===== src/rtl/miller_rabin_prime_test_64_top_macros.svh =====
// ----------------------------------------------------------------------------
// Assertion macros for the primality tester
// Shorthand for clocked implications with reset gating.
// ----------------------------------------------------------------------------
`ifndef MILLER_RABIN_PRIME_TEST_64_TOP_MACROS_SVH
`define MILLER_RABIN_PRIME_TEST_64_TOP_MACROS_SVH

// same-cycle implication
`define MRPT_ASSERT_NOW(lbl, ante, cons) \
  lbl: assert property (@(posedge clk) disable iff (rst) (ante) |-> (cons)) \
    else $error("implication check failed");

// next-cycle implication
`define MRPT_ASSERT_NEXT(lbl, ante, cons) \
  lbl: assert property (@(posedge clk) disable iff (rst) (ante) |=> (cons)) \
    else $error("next-cycle check failed");

`endif


===== src/rtl/mrpt_pkg.sv =====
// ----------------------------------------------------------------------------
// Primality tester package
// Word width, witness table and shared helpers.
// ----------------------------------------------------------------------------
package mrpt_pkg;

  localparam int WORD_BITS     = 64;
  localparam int NUM_WITNESSES = 9;
  localparam int CNT_BITS      = $clog2(WORD_BITS);
  localparam int WIT_BITS      = $clog2(NUM_WITNESSES + 1);

  typedef logic [WORD_BITS-1:0] word_t;
  typedef logic [CNT_BITS-1:0]  cnt_t;
  typedef logic [WIT_BITS-1:0]  wit_idx_t;

  function automatic logic [4:0] witness(input wit_idx_t idx);
    logic [4:0] w;
    case (idx)
      WIT_BITS'(0): w = 5'd2;
      WIT_BITS'(1): w = 5'd3;
      WIT_BITS'(2): w = 5'd5;
      WIT_BITS'(3): w = 5'd7;
      WIT_BITS'(4): w = 5'd11;
      WIT_BITS'(5): w = 5'd13;
      WIT_BITS'(6): w = 5'd17;
      WIT_BITS'(7): w = 5'd19;
      default:      w = 5'd23;
    endcase
    return w;
  endfunction

endpackage


===== src/rtl/mrpt_mulmod.sv =====
// ----------------------------------------------------------------------------
// Bit-serial modular multiplier
// Computes a*b mod m, scanning b from the top bit, double then add per bit.
// ----------------------------------------------------------------------------
module mrpt_mulmod
  import mrpt_pkg::*;
(
  input  logic  clk,
  input  logic  rst,
  input  logic  start,
  input  word_t a,
  input  word_t b,
  input  word_t m,
  output logic  done,
  output word_t p
);

  logic  run;
  logic  phase;
  cnt_t  cnt;
  word_t bsh;
  word_t opa;
  word_t opm;

  function automatic word_t add_mod(input word_t x, input word_t y, input word_t md);
    logic [WORD_BITS:0] sum;
    sum = {1'b0, x} + {1'b0, y};
    if (sum >= {1'b0, md}) begin
      sum = sum - {1'b0, md};
    end
    return sum[WORD_BITS-1:0];
  endfunction

  always_ff @(posedge clk) begin
    if (rst) begin
      run   <= 1'b0;
      done  <= 1'b0;
      phase <= 1'b0;
      cnt   <= '0;
    end else begin
      done <= 1'b0;
      if (start) begin
        run   <= 1'b1;
        phase <= 1'b0;
        cnt   <= '0;
        p     <= '0;
        bsh   <= b;
        opa   <= a;
        opm   <= m;
      end else if (run) begin
        if (!phase) begin
          p     <= add_mod(p, p, opm);
          phase <= 1'b1;
        end else begin
          if (bsh[WORD_BITS-1]) begin
            p <= add_mod(p, opa, opm);
          end
          bsh   <= {bsh[WORD_BITS-2:0], 1'b0};
          cnt   <= cnt + 1'b1;
          phase <= 1'b0;
          if (cnt == CNT_BITS'(WORD_BITS - 1)) begin
            run  <= 1'b0;
            done <= 1'b1;
          end
        end
      end
    end
  end

endmodule


===== src/rtl/miller_rabin_prime_test_64_top.sv =====
// Flow: trivial candidates are decided in CHECK; others run a bit-serial mod 3 check and, if
//   not rejected there, go through up to nine witnesses of up to 126 multiplies each.
// Throughput: one candidate at a time; the next is taken once the result is queued.
// Reset: synchronous, active high; clears control and the output valid.
// ----------------------------------------------------------------------------
// Miller-Rabin primality tester, top level
// Trial checks by 2 and 3, then deterministic witnesses over a serial multiplier.
// ----------------------------------------------------------------------------
`include "miller_rabin_prime_test_64_top_macros.svh"

module miller_rabin_prime_test_64_top
  import mrpt_pkg::*;
(
  input  logic        clk,
  input  logic        rst,
  input  logic        s_axis_tvalid,
  output logic        s_axis_tready,
  input  logic [63:0] s_axis_tdata,  // [63:0] candidate
  output logic        m_axis_tvalid,
  input  logic        m_axis_tready,
  output logic [7:0]  m_axis_tdata   // [0] prime_flag, [7:1] zero
);

  typedef enum logic [3:0] {
    IDLE, CHECK, MOD3, STRIP, WIT, PBIT, PMUL_A, PMUL_B, CHK1, SQ, SQW, DONE
  } state_t;

  state_t   state;
  word_t    n;
  word_t    nm1;
  word_t    d;
  word_t    e;
  word_t    sh;
  word_t    acc;
  word_t    base;
  cnt_t     s;
  cnt_t     r;
  cnt_t     cnt;
  logic [1:0] r3;
  wit_idx_t wi;
  logic     flag;
  logic     out_flag;
  logic     mul_start;
  word_t    mul_a;
  word_t    mul_b;
  logic     mul_done;
  word_t    mul_p;

  function automatic logic [1:0] mod3_step(input logic [1:0] rr, input logic bit_in);
    logic [1:0] nx;
    case ({rr, bit_in})
      3'b000:  nx = 2'd0;
      3'b001:  nx = 2'd1;
      3'b010:  nx = 2'd2;
      3'b011:  nx = 2'd0;
      3'b100:  nx = 2'd1;
      3'b101:  nx = 2'd2;
      default: nx = 2'd0;
    endcase
    return nx;
  endfunction

  mrpt_mulmod u_mul (
    .clk   (clk),
    .rst   (rst),
    .start (mul_start),
    .a     (mul_a),
    .b     (mul_b),
    .m     (n),
    .done  (mul_done),
    .p     (mul_p)
  );

  assign s_axis_tready = (state == IDLE);
  assign m_axis_tdata  = {7'd0, out_flag};

  always_ff @(posedge clk) begin
    if (rst) begin
      state         <= IDLE;
      m_axis_tvalid <= 1'b0;
      mul_start     <= 1'b0;
    end else begin
      mul_start <= (state == PBIT && e != '0) || (state == PMUL_A && mul_done) ||
                   (state == SQ && r < s);
      m_axis_tvalid <= (state == DONE) || (m_axis_tvalid && !m_axis_tready);
      unique case (state)
        IDLE: begin
          if (s_axis_tvalid) begin
            n     <= s_axis_tdata[WORD_BITS-1:0];
            state <= CHECK;
          end
        end
        CHECK: begin
          nm1 <= n - 1'b1;
          if (n < WORD_BITS'(2)) begin
            flag  <= 1'b0;
            state <= DONE;
          end else if (n == WORD_BITS'(2) || n == WORD_BITS'(3)) begin
            flag  <= 1'b1;
            state <= DONE;
          end else if (!n[0]) begin
            flag  <= 1'b0;
            state <= DONE;
          end else begin
            sh    <= n;
            r3    <= 2'd0;
            cnt   <= '0;
            state <= MOD3;
          end
        end
        MOD3: begin
          r3  <= mod3_step(r3, sh[WORD_BITS-1]);
          sh  <= {sh[WORD_BITS-2:0], 1'b0};
          cnt <= cnt + 1'b1;
          if (cnt == CNT_BITS'(WORD_BITS - 1)) begin
            if (mod3_step(r3, sh[WORD_BITS-1]) == 2'd0) begin
              flag  <= 1'b0;
              state <= DONE;
            end else begin
              d     <= nm1;
              s     <= '0;
              state <= STRIP;
            end
          end
        end
        STRIP: begin
          if (!d[0]) begin
            d <= {1'b0, d[WORD_BITS-1:1]};
            s <= s + 1'b1;
          end else begin
            wi    <= '0;
            state <= WIT;
          end
        end
        WIT: begin
          if (wi == WIT_BITS'(NUM_WITNESSES) ||
              n <= WORD_BITS'(witness(wi))) begin
            flag  <= 1'b1;
            state <= DONE;
          end else begin
            base  <= WORD_BITS'(witness(wi));
            acc   <= WORD_BITS'(1);
            e     <= d;
            state <= PBIT;
          end
        end
        PBIT: begin
          if (e == '0) begin
            state <= CHK1;
          end else if (e[0]) begin
            mul_a <= acc;
            mul_b <= base;
            state <= PMUL_A;
          end else begin
            mul_a <= base;
            mul_b <= base;
            state <= PMUL_B;
          end
        end
        PMUL_A: begin
          if (mul_done) begin
            acc   <= mul_p;
            mul_a <= base;
            mul_b <= base;
            state <= PMUL_B;
          end
        end
        PMUL_B: begin
          if (mul_done) begin
            base  <= mul_p;
            e     <= {1'b0, e[WORD_BITS-1:1]};
            state <= PBIT;
          end
        end
        CHK1: begin
          if (acc == WORD_BITS'(1) || acc == nm1) begin
            wi    <= wi + 1'b1;
            state <= WIT;
          end else begin
            r     <= CNT_BITS'(1);
            state <= SQ;
          end
        end
        SQ: begin
          if (r >= s) begin
            flag  <= 1'b0;
            state <= DONE;
          end else begin
            mul_a <= acc;
            mul_b <= acc;
            state <= SQW;
          end
        end
        SQW: begin
          if (mul_done) begin
            acc <= mul_p;
            if (mul_p == nm1) begin
              wi    <= wi + 1'b1;
              state <= WIT;
            end else begin
              r     <= r + 1'b1;
              state <= SQ;
            end
          end
        end
        DONE: begin
          if (!m_axis_tvalid || m_axis_tready) begin
            out_flag <= flag;
            state    <= IDLE;
          end
        end
        default: state <= IDLE;
      endcase
    end
  end

  `MRPT_ASSERT_NEXT(a_accept_leaves_idle, s_axis_tvalid && s_axis_tready, state == CHECK)
  `MRPT_ASSERT_NEXT(a_mul_not_instant, mul_start, !mul_done)
  `MRPT_ASSERT_NOW(a_mul_only_when_waiting, mul_done,
    state == PMUL_A || state == PMUL_B || state == SQW)

endmodule

===== config.mk =====
export PLATFORM = sky130hd
export DESIGN_NAME = miller_rabin_prime_test_64_top
export DESIGN_NICKNAME = d
export VERILOG_FILES = /design/src/rtl/mrpt_pkg.sv /design/src/rtl/mrpt_mulmod.sv /design/src/rtl/miller_rabin_prime_test_64_top.sv
export VERILOG_INCLUDE_DIRS = /design/src /design/src/rtl
export SDC_FILE = /design/constraint.sdc
export NUM_CORES = 2
export LEC_CHECK = 0
export BUFFER_PORTS_ARGS = -buffer_cell sky130_fd_sc_hd__buf_2
export CORE_AREA = 2 2 336 338
export CTS_CLUSTER_SIZE = 12
export DETAILED_ROUTE_END_ITERATION = 10
export DIE_AREA = 0 0 338 340
export PLACE_DENSITY = 0.65
export SYNTH_ARGS = -nofsm -noshare
export SYNTH_HDL_FRONTEND = slang
export SYNTH_SLANG_ARGS = --single-unit

===== constraint.sdc =====
create_clock -name clk -period 33.9 [get_ports clk]
set_input_delay 3.39 -clock clk [delete_from_list [all_inputs] [get_ports clk]]
set_output_delay 3.39 -clock clk [all_outputs]
set_load 0.02 [all_outputs]

# Yosys cells after proc, flatten, opt, wreduce, memory -nomap -nowiden
# Memory sizes are Yosys's and may differ from the RTL's. A register that Yosys moved wholly into a read port is not among the register bits.
# Cells that the tools add are included.
[classes] addsub=10 bitwise=3 mux=94 n_lt_le_gt_ge=6 n_eq_ne=48 n_reduce_logical=49
[ops] cell="two-way mux 64 bit" n=24
[ops] cell="one-hot mux 64 bit (2 select lines)" n=5
[ops] cell="one-hot mux 64 bit (3 select lines)" n=2
[ops] cell="adder 64 x 64 -> 65 bit" n=2
[ops] cell="greater-or-equal comparator 65 x 64 -> 1 bit" n=2
[ops] cell="equality test 64 x 2 -> 1 bit, second input constant" n=2
[ops] cell="equality test 64 bit" n=2
[ops] cell="subtractor 64 bit" n=2
[ops] cell="two-way mux 4 bit" n=19
[ops] cell="equality test 64 x 1 -> 1 bit, second input constant" n=1
[ops] cell="less-or-equal comparator 64 x 5 -> 1 bit" n=1
[ops] cell="zero test 64 bit" n=1
[ops] cell="< comparator 64 x 2 -> 1 bit, second input constant" n=1
[ops] cell="nonzero test 64 bit" n=1
[ops] cell="subtractor 64 x 1 -> 64 bit, second input constant" n=1
[ops] cell="two-way mux 6 bit" n=9
[ops] cell="one-hot mux 4 bit (12 select lines)" n=1
[ops] cell="one-hot mux 6 bit (2 select lines)" n=3
[ops] cell="!= test 2 bit, second input constant" n=17
[ops] cell="adder 6 x 1 -> 6 bit, second input constant" n=4
[ops] cell="equality test 4 bit, second input constant" n=5
[ops] cell="two-way mux 5 bit" n=4
[ops] cell="AND reduction 5 bit" n=4
[ops] cell="equality test 4 x 3 -> 1 bit, second input constant" n=4
[ops] cell="34 further kinds" n=93
[word_totals] regBits=873 mem_bits_ro=80 memories=2 output_inout_bits=10 inputBits=68
[memory_table] name="(name not given)" depth=8 word_bits=5 read_ports=1 rd_clocked_by_memory_dff=1 write_ports=0 line="mrpt_pkg.sv:18" source="case (idx)"
[memory_table] name="(name not given)" depth=8 word_bits=5 read_ports=1 rd_clocked_by_memory_dff=1 write_ports=0 line="mrpt_pkg.sv:18"

# Longest topological paths before layout
[logic_depth] word_depth=10 depth_mapped=28

# Hierarchy
# From an unflattened synthesis, not the netlist that was laid out.
[hier_totals] cells_unflattened=4800 hier_area_um2=50403.3
[by_module_without_submodules] mod="miller_rabin_prime_test_64_top" n_inst=1 area_each_um2=27762.9 cells_each=2313
[by_module_without_submodules] mod="mrpt_mulmod" n_inst=1 area_each_um2=22640.5 cells_each=2487

# Least setup slack after synthesis
# No wires, ideal clock.
[synth_timing] path_kind="input to register" start="in rst" end="reg mul_a[0] (enable)" n_path_buf=1 slack_ns=17.252 arrival_ns=15.719 setup_time_ns=0.929 path_stages=2 path_cell_list="clkbuf_1 -> nor4_1"
[synth_via] elab_chain_cells=2
[synth_lines] item="from (decl)" line="miller_rabin_prime_test_64_top.sv:15" source="input logic rst,"
[synth_lines] item="NOT 1 bit (no line)"
[synth_lines] item="AND reduction 5 bit (no line)"
[synth_lines] item="to (signal assigned)" line="miller_rabin_prime_test_64_top.sv:155" source="mul_a <= base;"
[synth_lines] item="to (signal assigned)" line="miller_rabin_prime_test_64_top.sv:163" source="mul_a <= base;"
[synth_lines] item="to (decl)" line="miller_rabin_prime_test_64_top.sv:44" source="word_t mul_a;"
# Every way passes these cells.
# A chain may end at the register's enable or synchronous reset.

# Worst setup path in the final report
[layout_timing] start="reg u_mul.p[19]" end="reg u_mul.p[23], data pin"
[layout_via] elab_chain_cells=6
[layout_lines] item="from (decl)" line="mrpt_mulmod.sv:15" source="output word_t p"
[layout_lines] item="from (signal assigned)" line="mrpt_mulmod.sv:52" source="p <= add_mod(p, p, opm);"
[layout_lines] item="from (signal assigned)" line="mrpt_mulmod.sv:56" source="p <= add_mod(p, opa, opm);"
[layout_lines] item="adder 64 x 64 -> 65 bit" line="mrpt_mulmod.sv:27" source="sum = {1'b0, x} + {1'b0, y};"
[layout_lines] item="subtractor 64 bit / greater-or-equal comparator 65 x 64 -> 1 bit (equally long branches)" line="mrpt_mulmod.sv:29, mrpt_mulmod.sv:28"
[layout_lines] item="two-way mux 64 bit" line="mrpt_mulmod.sv:28" source="if (sum >= {1'b0, md}) begin"
[layout_lines] item="two-way mux 64 bit" line="mrpt_mulmod.sv:55" source="if (bsh[WORD_BITS-1]) begin"
[layout_lines] item="two-way mux 64 bit (*)" line="mrpt_mulmod.sv:51" source="if (!phase) begin"
[layout_lines] item="two-way mux 64 bit (*)" line="mrpt_mulmod.sv:50" source="end else if (run) begin"
# Mark *: on every way between the ends. The rest lies on a longest branch, timed or not. The select of a mux whose other input is x is not followed.

==> results.yml <==
logic_synthesis:
  synthCells: 4687
  synth_simple_gate_area_share_pct: 16.8
  synth_fa_ha_area_share_pct: 5.50
  synth_area_sq_um: 49800
  synth_xor_area_share_pct: 6.69
  async_reset_ff_share_pct: 0
  yosys_warnings: 0
  synth_cell_types: 107
  synth_top_family_by_area: "simple AND/OR/NAND/NOR gates"
  synth_compound_area_share_pct: 12.4
  synth_edf_count: 858
  ys_ff_latch: 878
  yosysSeqAreaShare_pct: 52.6
  synthMuxAreaShare_pct: 3.24
  synth_ff_type: "edfxtp_1"
  postSynthAreaPerCell_sq_um: 10.6
sta:
  finalSetupTns_ns: 0
  maxSlewViolCount: 0
  grt_setup_unrepaired: "false"
  timing_hold_violations_final: 0
  worstMarginPinSlew_ns: 1.39
  hold_slack_ns: 0.414
  worst_clock_skew_ns: 0.0383
  period_minus_slack_ns: 8.17
  fin_crit_sh_pct: 24.1
  setup_viol: 0
  relSlewSlack_pct: 5.21
  clock.fmax_ghz: 0.122
cells_and_area:
  n_fill_cell: 10181
  drive_above_1_share_pct: 9.30
  mostFrequentLayoutCell: "nand2_1"
  multiInputGateArea_sq_um: 22300
  fin_area_sq_um: 54600
  num-nets-final: 4975
  final_cells: 6263
  seq_area_sq_um: 26200
  syn_to_final_growth_pct: 9.75
  layout_common_cells: "nand2_1 (880), edfxtp_1 (858), a21oi_1 (247), nor2_1 (232), ha_1 (214)"
clock_tree:
  cts_resized: 0
  cts_num_sinks: 878
  tritoncts: "built"
  clock-root-buffer: "clkbuf_16"
  clock_path_buffers: 3
  clock_latency_ns: 0.70
  post-cts-setup-buffer-count: 0
  cts_inserted_buffers: 94
  holdBufCountCts: 0
  cts_max_level: 3
  clk_pin_slew_ns: 0.06
run:
  cap_violations: 0
floorplan:
  core_sq_um: 112000
  rows: 123
  io_pins: 78
  start_util_pct: 44.6
  dieHeight_um: 340
  die_w_um: 338
  die-area_sq_um: 115000
global_routing:
  grt_antenna_before_repair: 1
  grt.overflow.total: 0
  grt_usage_pct: 26.8
  grt_max_degree: 93
  grt_pass1_wl_mm: 227
  grt_pass1_vias: 34477
drt:
  wirelength_mm: 155
  wire_per_inst_um: 24.8
  dr.pass1.iters: 6
  routed_via_density: 5.79
  drtIter0Drc: 3538
  route.detailed.drc: 0
  vias: 36280
  ant_nets: 0
setup_path:
  r2r-start: "u_mul.p[19]"
  worstPathArrival_ns: 8.56
  critPathKind: "reg -> reg"
  cp-start-kind: "flop"
  max_stage_delay_ns: 1.19
  crit_slowest_cell: "a2111oi_0"
  endpoint_kind: "flop"
  crit_fanout: 37
  required_ns: 34.29
  critPathLaunch: "u_mul.p[19]"
placed_design:
  port-buffer-count: 70
  gp_congestion: 0.990
  place_inst: 6094
  dp_hpwl_mm: 118
  place_area_sq_um: 51600
min_path:
  min-delay-start: "mul_a[55]"
  min_path_type: "reg -> reg"
power_and_ir_drop:
  vdd.ir_drop.worst_mv: 0.0423
  p_leak_nw: 20.2
  p_per_area_nw_per_um2: 57.3
outcome:
  outcome: "complete, no violations"
==> report_power, final <==
| part | total (mW) | switching, mW | internal (mW) |
|---|---|---|---|
| Combinational | 0.667 | 0.438 | 0.229 |
| Sequential | 1.43 | 0.0993 | 1.33 |
| Clock | 1.03 | 0.442 | 0.588 |
==> path summary, 6_finish.rpt <==
path,depth (start not counted),slack (ns),to
min,0,0.41,u_mul.opa[55]
max,25,25.73,u_mul.p[23]
min reg2reg,0,0.41,u_mul.opa[55]
max reg2reg,25,25.73,u_mul.p[23]
==> worst max-delay path, delay by kind of cell, from the launching register on <==
family	cells	cell delay, ns
AOI/OAI and AO/OA	8	3.41
and+or+nand+nor	11	2.03
adders and majority gates	2	0.72
buffers and inverters	2	0.68
DFF	1	0.52
muxes	2	0.48
==> registers in the layout, summed over array words and instances, names as in the netlist, 2 cells and up, named ones only <==
| name | flops |
|---|---|
| acc | 64 |
| base | 64 |
| d | 64 |
| e | 64 |
| mul_a | 64 |
| mul_b | 64 |
| n | 64 |
| nm1 | 64 |
| sh | 64 |
| u_mul.bsh | 64 |
| u_mul.opa | 64 |
| u_mul.opm | 64 |
| u_mul.p | 64 |
| cnt | 6 |
| r | 6 |
| s | 6 |
| u_mul.cnt | 6 |
| state | 4 |
| wi | 4 |
| r3 | 2 |
==> metrics by stage <==
stage | power, mW | setup slack, ns | utilization (%)
3_3_place_gp | 2.10 | 26.25 | 46.2
4_1_cts | 3.13 | 25.95 | 48.9
6_report | 3.13 | 25.73 | 48.9
3_5_place_dp | 2.11 | 26.05 | 46.2
5_1_grt | 3.25 | 25.29 | 48.9
2_1_floorplan | 1.88 | 17.25 | -
==> synth_stat cells (9+ instances only) <==
library cell	n	area [sq um]
a21oi_1	253	1270
edfxtp_1	858	25800
nor4_1	75	469
nor2_1	235	882
mux2_2	127	1430
nand4_1	79	494
nand2_1	882	3310
dfxtp_1	20	400
and3_1	28	175
o211ai_1	17	128
a31oi_1	33	206
inv_1	137	514
o21ai_1	31	155
a311oi_1	18	158
a211oi_1	94	706
or3_1	27	169
ha_1	214	2680
buf_2	28	140
and4_1	9	78.8
a211o_1	12	105
nand2b_1	90	563
a21o_1	106	796
buf_4	13	97.6
o21a_1	29	218
and2_1	141	882
xnor2_1	205	1800
nor2b_1	30	188
nor3_1	52	260
or2_2	11	68.8
clkbuf_1	158	593
a221oi_1	10	87.6
o21bai_1	42	315
or4_1	9	67.6
a21boi_0	9	67.6
xor2_1	175	1530
nand3_1	81	405
mux2i_1	17	170
o21ai_0	172	861
==> routing by layer <==
| layer | global-route usage [%] | wire (um) | vias up |
|---|---|---|---|
| li1 | - | - | 17016 |
| met1 | 40.3 | 70600 | 17614 |
| met2 | 38.4 | 65100 | 1431 |
| met3 | 4.05 | 12800 | 219 |
| met4 | 10.9 | 6550 | 0 |
| met5 | 0 | 0 | - |
==> cells by family (layout without fill, tap and decap cells) <==
family	count (synthesis)	count (layout)
AOI/OAI and AO/OA	931	931
xor gates and xnor gates	380	380
adders and majority gates	217	217
buffers and inverters	348	417
DFF	878	878
muxes	145	145
other	1	8
and+or+nand+nor	1787	1787
==> layout make-up <==
cell class,instances,share of cell area (%)
Antenna cell,1,0.00458
Clock buffer,126,4.64
Clock inverter,42,0.930
Inverter,139,0.955
Multi-Input combinational cell,3467,40.9
Sequential cell,878,47.9
Tap cell,1500,3.44
Timing Repair Buffer,110,1.19
Note: power is estimated with default switching activity, not from simulation.
